### src/rtl/hvn_pkg.sv
// ----------------------------------------------------------------------------
// hvn_pkg
// Shared sizes, types and helpers of the heightmap vertex normal block.
// ----------------------------------------------------------------------------
package hvn_pkg;

  localparam int MAX_W    = 1024;
  localparam int MAX_H    = 1024;
  localparam int CFG_W    = 11;
  localparam int COL_W    = $clog2(MAX_W);
  localparam int ROWV_W   = $clog2(MAX_H);
  localparam int DIM_W    = $clog2((MAX_W > MAX_H ? MAX_W : MAX_H) + 1);
  localparam int SLOT_W   = 2;
  localparam int ADDR_W   = $clog2(3 * MAX_W);
  localparam int HGT_W    = 16;
  localparam int SUM_W    = 19;
  localparam int USQ_W    = 38;
  localparam int SQ_W     = 38;
  localparam int SQ_LO_W  = 19;
  localparam int SQ_HI_W  = SQ_W - SQ_LO_W;
  localparam int K_W      = 16;
  localparam int K2_W     = 32;
  localparam int PART_W   = K2_W + SQ_LO_W;
  localparam int CMP_W    = 71;
  localparam int FRAC_SH  = 30;
  localparam int RES_W    = 15;
  localparam int BIT_W    = 4;
  localparam int NRM_W    = 16;
  localparam int UNIT_ONE = 16384;

  typedef struct packed {
    logic              en;
    logic [SLOT_W-1:0] slot;
    logic [COL_W-1:0]  col;
    logic [HGT_W-1:0]  data;
  } hvn_wr_t;

  typedef struct packed {
    logic [SLOT_W-1:0] slot;
    logic [COL_W-1:0]  col;
  } hvn_rd_t;

  function automatic logic [SLOT_W-1:0] slot_add(input logic [SLOT_W-1:0] s,
                                                 input logic [SLOT_W-1:0] k);
    logic [SLOT_W:0] t;
    t = {1'b0, s} + {1'b0, k};
    if (t >= 3'd3) begin
      t = t - 3'd3;
    end
    return t[SLOT_W-1:0];
  endfunction

endpackage

### src/rtl/hvn_norm.sv
// ----------------------------------------------------------------------------
// hvn_norm
// Normalizes a summed vector to Q1.14, rounded to nearest, by a bit-serial
// search per component with a split wide multiply.
// ----------------------------------------------------------------------------
module hvn_norm (
  input  logic                              clk,
  input  logic                              rst,
  input  logic                              start,
  input  logic signed [hvn_pkg::SUM_W-1:0]  sx,
  input  logic signed [hvn_pkg::SUM_W-1:0]  sy,
  input  logic signed [hvn_pkg::SUM_W-1:0]  sz,
  output logic                              done,
  output logic [hvn_pkg::NRM_W-1:0]         nx,
  output logic [hvn_pkg::NRM_W-1:0]         ny,
  output logic [hvn_pkg::NRM_W-1:0]         nz
);

  typedef enum logic [5:0] {
    N_IDLE = 6'b000001,
    N_SQ   = 6'b000010,
    N_K2   = 6'b000100,
    N_PLO  = 6'b001000,
    N_PHI  = 6'b010000,
    N_CMP  = 6'b100000
  } nstate_t;

  nstate_t state;
  logic signed [hvn_pkg::SUM_W-1:0] sv [3];
  logic [hvn_pkg::USQ_W-1:0]  usq [3];
  logic [hvn_pkg::SQ_W-1:0]   sq;
  logic [1:0]                 comp;
  logic [hvn_pkg::BIT_W-1:0]  bitpos;
  logic [hvn_pkg::RES_W-1:0]  cur;
  logic [hvn_pkg::K2_W-1:0]   k2;
  logic [hvn_pkg::PART_W-1:0] plo;
  logic [hvn_pkg::PART_W-1:0] phi;
  logic [hvn_pkg::NRM_W-1:0]  res [3];

  logic [hvn_pkg::SUM_W-1:0]  uabs;
  logic [hvn_pkg::RES_W-1:0]  cand;
  logic [hvn_pkg::K_W-1:0]    kval;
  logic [hvn_pkg::CMP_W-1:0]  lhs;
  logic [hvn_pkg::CMP_W-1:0]  rhs;
  logic [hvn_pkg::RES_W-1:0]  cur_next;
  logic [hvn_pkg::NRM_W-1:0]  mag;

  always_comb begin
    uabs = sv[comp][hvn_pkg::SUM_W-1] ? hvn_pkg::SUM_W'(-sv[comp])
                                      : hvn_pkg::SUM_W'(sv[comp]);
    cand = cur | (hvn_pkg::RES_W'(1) << bitpos);
    kval = {cand, 1'b0} - hvn_pkg::K_W'(1);
    lhs  = hvn_pkg::CMP_W'(usq[comp]) << hvn_pkg::FRAC_SH;
    rhs  = hvn_pkg::CMP_W'(plo) + (hvn_pkg::CMP_W'(phi) << hvn_pkg::SQ_LO_W);
    cur_next = cur;
    if (rhs <= lhs && cand <= hvn_pkg::RES_W'(hvn_pkg::UNIT_ONE)) begin
      cur_next = cand;
    end
    mag = hvn_pkg::NRM_W'(cur_next);
  end

  assign done = (state == N_CMP) && (bitpos == '0) && (comp == 2'd2);

  always_ff @(posedge clk) begin
    if (rst) begin
      state <= N_IDLE;
    end else begin
      case (state)
        N_IDLE: begin
          if (start) begin
            sv[0] <= sx;
            sv[1] <= sy;
            sv[2] <= sz;
            sq    <= '0;
            comp  <= 2'd0;
            state <= N_SQ;
          end
        end
        N_SQ: begin
          usq[comp] <= hvn_pkg::USQ_W'(uabs) * hvn_pkg::USQ_W'(uabs);
          sq        <= sq + hvn_pkg::SQ_W'(uabs) * hvn_pkg::SQ_W'(uabs);
          if (comp == 2'd2) begin
            comp   <= 2'd0;
            bitpos <= hvn_pkg::BIT_W'(hvn_pkg::RES_W - 1);
            cur    <= '0;
            state  <= N_K2;
          end else begin
            comp <= comp + 2'd1;
          end
        end
        N_K2: begin
          k2    <= hvn_pkg::K2_W'(kval) * hvn_pkg::K2_W'(kval);
          state <= N_PLO;
        end
        N_PLO: begin
          plo   <= hvn_pkg::PART_W'(k2) * hvn_pkg::PART_W'(sq[hvn_pkg::SQ_LO_W-1:0]);
          state <= N_PHI;
        end
        N_PHI: begin
          phi   <= hvn_pkg::PART_W'(k2) * hvn_pkg::PART_W'(sq[hvn_pkg::SQ_W-1:hvn_pkg::SQ_LO_W]);
          state <= N_CMP;
        end
        N_CMP: begin
          if (bitpos == '0) begin
            res[comp] <= sv[comp][hvn_pkg::SUM_W-1] ? -mag : mag;
            cur       <= '0;
            bitpos    <= hvn_pkg::BIT_W'(hvn_pkg::RES_W - 1);
            if (comp == 2'd2) begin
              state <= N_IDLE;
            end else begin
              comp  <= comp + 2'd1;
              state <= N_K2;
            end
          end else begin
            cur    <= cur_next;
            bitpos <= bitpos - hvn_pkg::BIT_W'(1);
            state  <= N_K2;
          end
        end
        default: begin
          state <= N_IDLE;
        end
      endcase
    end
  end

  assign nx = res[0];
  assign ny = res[1];
  assign nz = res[2];

endmodule

### config.mk
export PLATFORM = sky130hd
export DESIGN_NAME = hvn_norm
export DESIGN_NICKNAME = d
export VERILOG_FILES = /design/src/rtl/hvn_pkg.sv /design/src/rtl/hvn_norm.sv
export SDC_FILE = /design/constraint.sdc
export NUM_CORES = 2
export LEC_CHECK = 0
export ABC_CLOCK_PERIOD_IN_PS = 30300
export BUFFER_PORTS_ARGS = -buffer_cell sky130_fd_sc_hd__buf_2
export CAP_MARGIN = 20
export CORE_ASPECT_RATIO = 0.5
export CORE_MARGIN = 10
export CORE_UTILIZATION = 55
export DETAILED_ROUTE_END_ITERATION = 16
export PLACE_DENSITY = 0.69
export REMOVE_ABC_BUFFERS = 1
export SLEW_MARGIN = 20
export SYNTH_ARGS = -nofsm -noshare
export SYNTH_HDL_FRONTEND = slang
export SYNTH_SLANG_ARGS = --single-unit
### constraint.sdc
create_clock -name clk -period 30.3 [get_ports clk]
set_input_delay 3.03 -clock clk [delete_from_list [all_inputs] [get_ports clk]]
set_output_delay 3.03 -clock clk [all_outputs]
set_load 0.01 [all_outputs]
==> impl_results.md <==
* Outcome: finished, final reports clean
* DIE AREA at 0.147 sq mm
* Synthesis-to-finish area growth at 5.59%
* CTS tree: built
* Share of the synthesized area in the top cell type at 0.383
* Die Y at about 280 um
* Crit share post-route at 0.378
* Critical Path AT at 11.84 ns
* Clk sinks at 414
* Critical path's largest stage delay at 0.61 ns
* CTS Buffer Depth at 3
* FF+latch area at 0.0124 sq mm
* CP Capture Type: flop
* Critical-path top delay cell: clkinv_1
* Total track usage at 0.261
* Crit-path max FO at 22
* Vias at ~52k
* Initial antenna violation count at 4
* Fillers at 11.3k
* Yosys Warn Count at 0
* Cts hold-fix bufs at 0
* Syn Inst Count at 7590
* Synth Cell Area at 0.0723 sq mm
* Mean area per synthesized cell at 9.52 sq um
* Prevailing post-synth register cell: edfxtp_1
* Setup Viol. Count Final at 0
* Synth Register Bits at 414
* Crit start category: flop
* Cell Rows at 93
* HPWL Detailed at 145 mm
* Yosys cell types at 88
* Crit path time final at 11.45 ns
* Setup TNS at 0 ns
* Post-CTS Resized at 0
* Clock Latency Late Sink at 0.63 ns
* Sequential area share after synthesis at 0.171
* Buffer count from post-CTS setup fixing at 0
* Placer Congestion at between 0.9 and 1
* Total congestion overflow at 0
* Pin count of the biggest net entering global routing at 64
* Area of the multi-input gates at ~0.053 sq mm
* Fmax at 0.0873 GHz
* Post-synth EDFFs at 406
* Wire length per cell at 20.3 um
* Die Width at roughly 530 um
* CP most frequent cell: fa_1
* Drt total wl at 191 mm
* DRT iter0 DRCs at 3940
* Most frequent cell after synthesis: inv_1
* Worst R2R Setup Slack at about 19 ns
* First-pass GRT wire length at 306 mm
* Post-synth ARST share at 0
* Max-cap violations at 0
* Ports at about 110
* Initial core utilization at 0.557
* RSZ-0062 raised after global routing: no
* Dominant cell type by area after synthesis: fa_1
* CTS Buf Count at 42
* Endpoints failing hold at 0
* Final #Nets at 9638
* Hold Path Class: flop to flop
* Clock skew at 0.0543 ns
* Via density at 5.54
* Core area at 0.130 sq mm
* Final Slew Violations at 0
* Synth area leaders: fa_1 38%, edfxtp_1 17%, ha_1 10%
* Most common library cells after synthesis: 1637 x inv_1, 1382 x fa_1, 1072 x nand2_1
* Pre-antenna DRT Iters at 5
* Port buffer count at about 110
* Crit Path Category: flop to flop
* Actual slew at the worst max-slew pin at ~1.1 ns
* Post-route antenna net violation count at 0
* Post-route DRC at 0
* Share of cells above drive strength 1 at 0.0451
* Root buf cell: clkbuf_16
* CTS clk-pin slew, worst paths at around 0.07 ns
* Req. time, crit path at approximately 31 ns
* H-tree Lvls at 2
* Relative slew slack at 0.293
* Number of global-route vias before repair at 54.4k
## layer usage
layer	track usage	wire, um	vias up
li1	-	-	23300
met1	0.367	80800	26200
met2	0.411	85500	2104
met3	0.0539	17700	363
met4	0.0739	6540	4
met5	0	16	-
## logic make-up after synthesis
group | share of synthesized area
flip-flops | 0.171
buffers and inverters | 0.102
multiplexers | 0.00817
AO/OA/AOI/OAI | 0.0651
adder cells (fa/ha/maj) | 0.487
XOR/XNOR | 0.0323
other | 0.000104
AND/OR/NAND/NOR | 0.134
## path summary, 6_finish.rpt
path | end | from | cells after the start
setup / recovery | sq[37] | flop | 42
hold / removal | state[5] | state[5] | 1
setup reg to reg | sq[37] | flop | 42
hold reg to reg | state[5] | state[5] | 1
## per-stage QoR
step / util / worst slack (ns) / instances / hold WS, ns / area, sq um
after CTS: 0.589 / 18.92 / 9383 / 0.558 / 76300
after floorplan: - / 18.36 / 7320 / 0.481 / 71200
final: 0.589 / 18.85 / 9384 / 0.558 / 76300
after global placement: 0.578 / 19.21 / 9305 / 0.534 / 74900
after detailed placement: 0.578 / 18.96 / 9305 / 0.546 / 74900
after global routing: 0.589 / 18.13 / 9383 / 0.587 / 76300
## area by class of cell
cell class	count	area share
diodes	1	0.0000328
clock buffers	48	0.0141
clock inverters	30	0.00369
inverters	1655	0.0814
multi-input cells	5251	0.691
flip-flops and latches	414	0.162
well taps	1757	0.0288
repair buffers	228	0.0189
## flip-flops by register name, indices dropped and copies added (netlist names), named ones only
| register | flops |
|---|---|
| usq | 111 |
| sv | 57 |
| phi | 51 |
| plo | 51 |
| res | 48 |
| sq | 38 |
| k2 | 29 |
| cur | 15 |
| state | 6 |
| bitpos | 4 |
| comp | 2 |
## cell usage in the layout, fill, tap and decap left out, drive strengths merged, types with 57 or more instances in the layout
master	synthesis	final
inv	1645	1650
fa	1382	1382
nand2	1072	1072
ha	604	604
nor2	425	425
edfxtp	406	406
and2	323	323
a21oi	284	284
buf	32	228
xnor2	187	187
o21ai	137	137
a21o	113	113
xor2	77	77
mux2i	59	59
nand3	57	57
## critical path, delay by kind of cell (launching register included)
| kind | cells | cell delay [ns] |
|---|---|---|
| adder cells (fa/ha/maj) | 8 | 3.58 |
| AO/OA/AOI/OAI | 9 | 2.49 |
| AND/OR/NAND/NOR | 14 | 2.26 |
| XOR/XNOR | 3 | 0.92 |
| buffers and inverters | 6 | 0.89 |
| flip-flops | 1 | 0.60 |
| multiplexers | 2 | 0.43 |
Power is not shown: default switching activity piles up to over one toggle a cycle in this logic, so the estimate is an artifact.
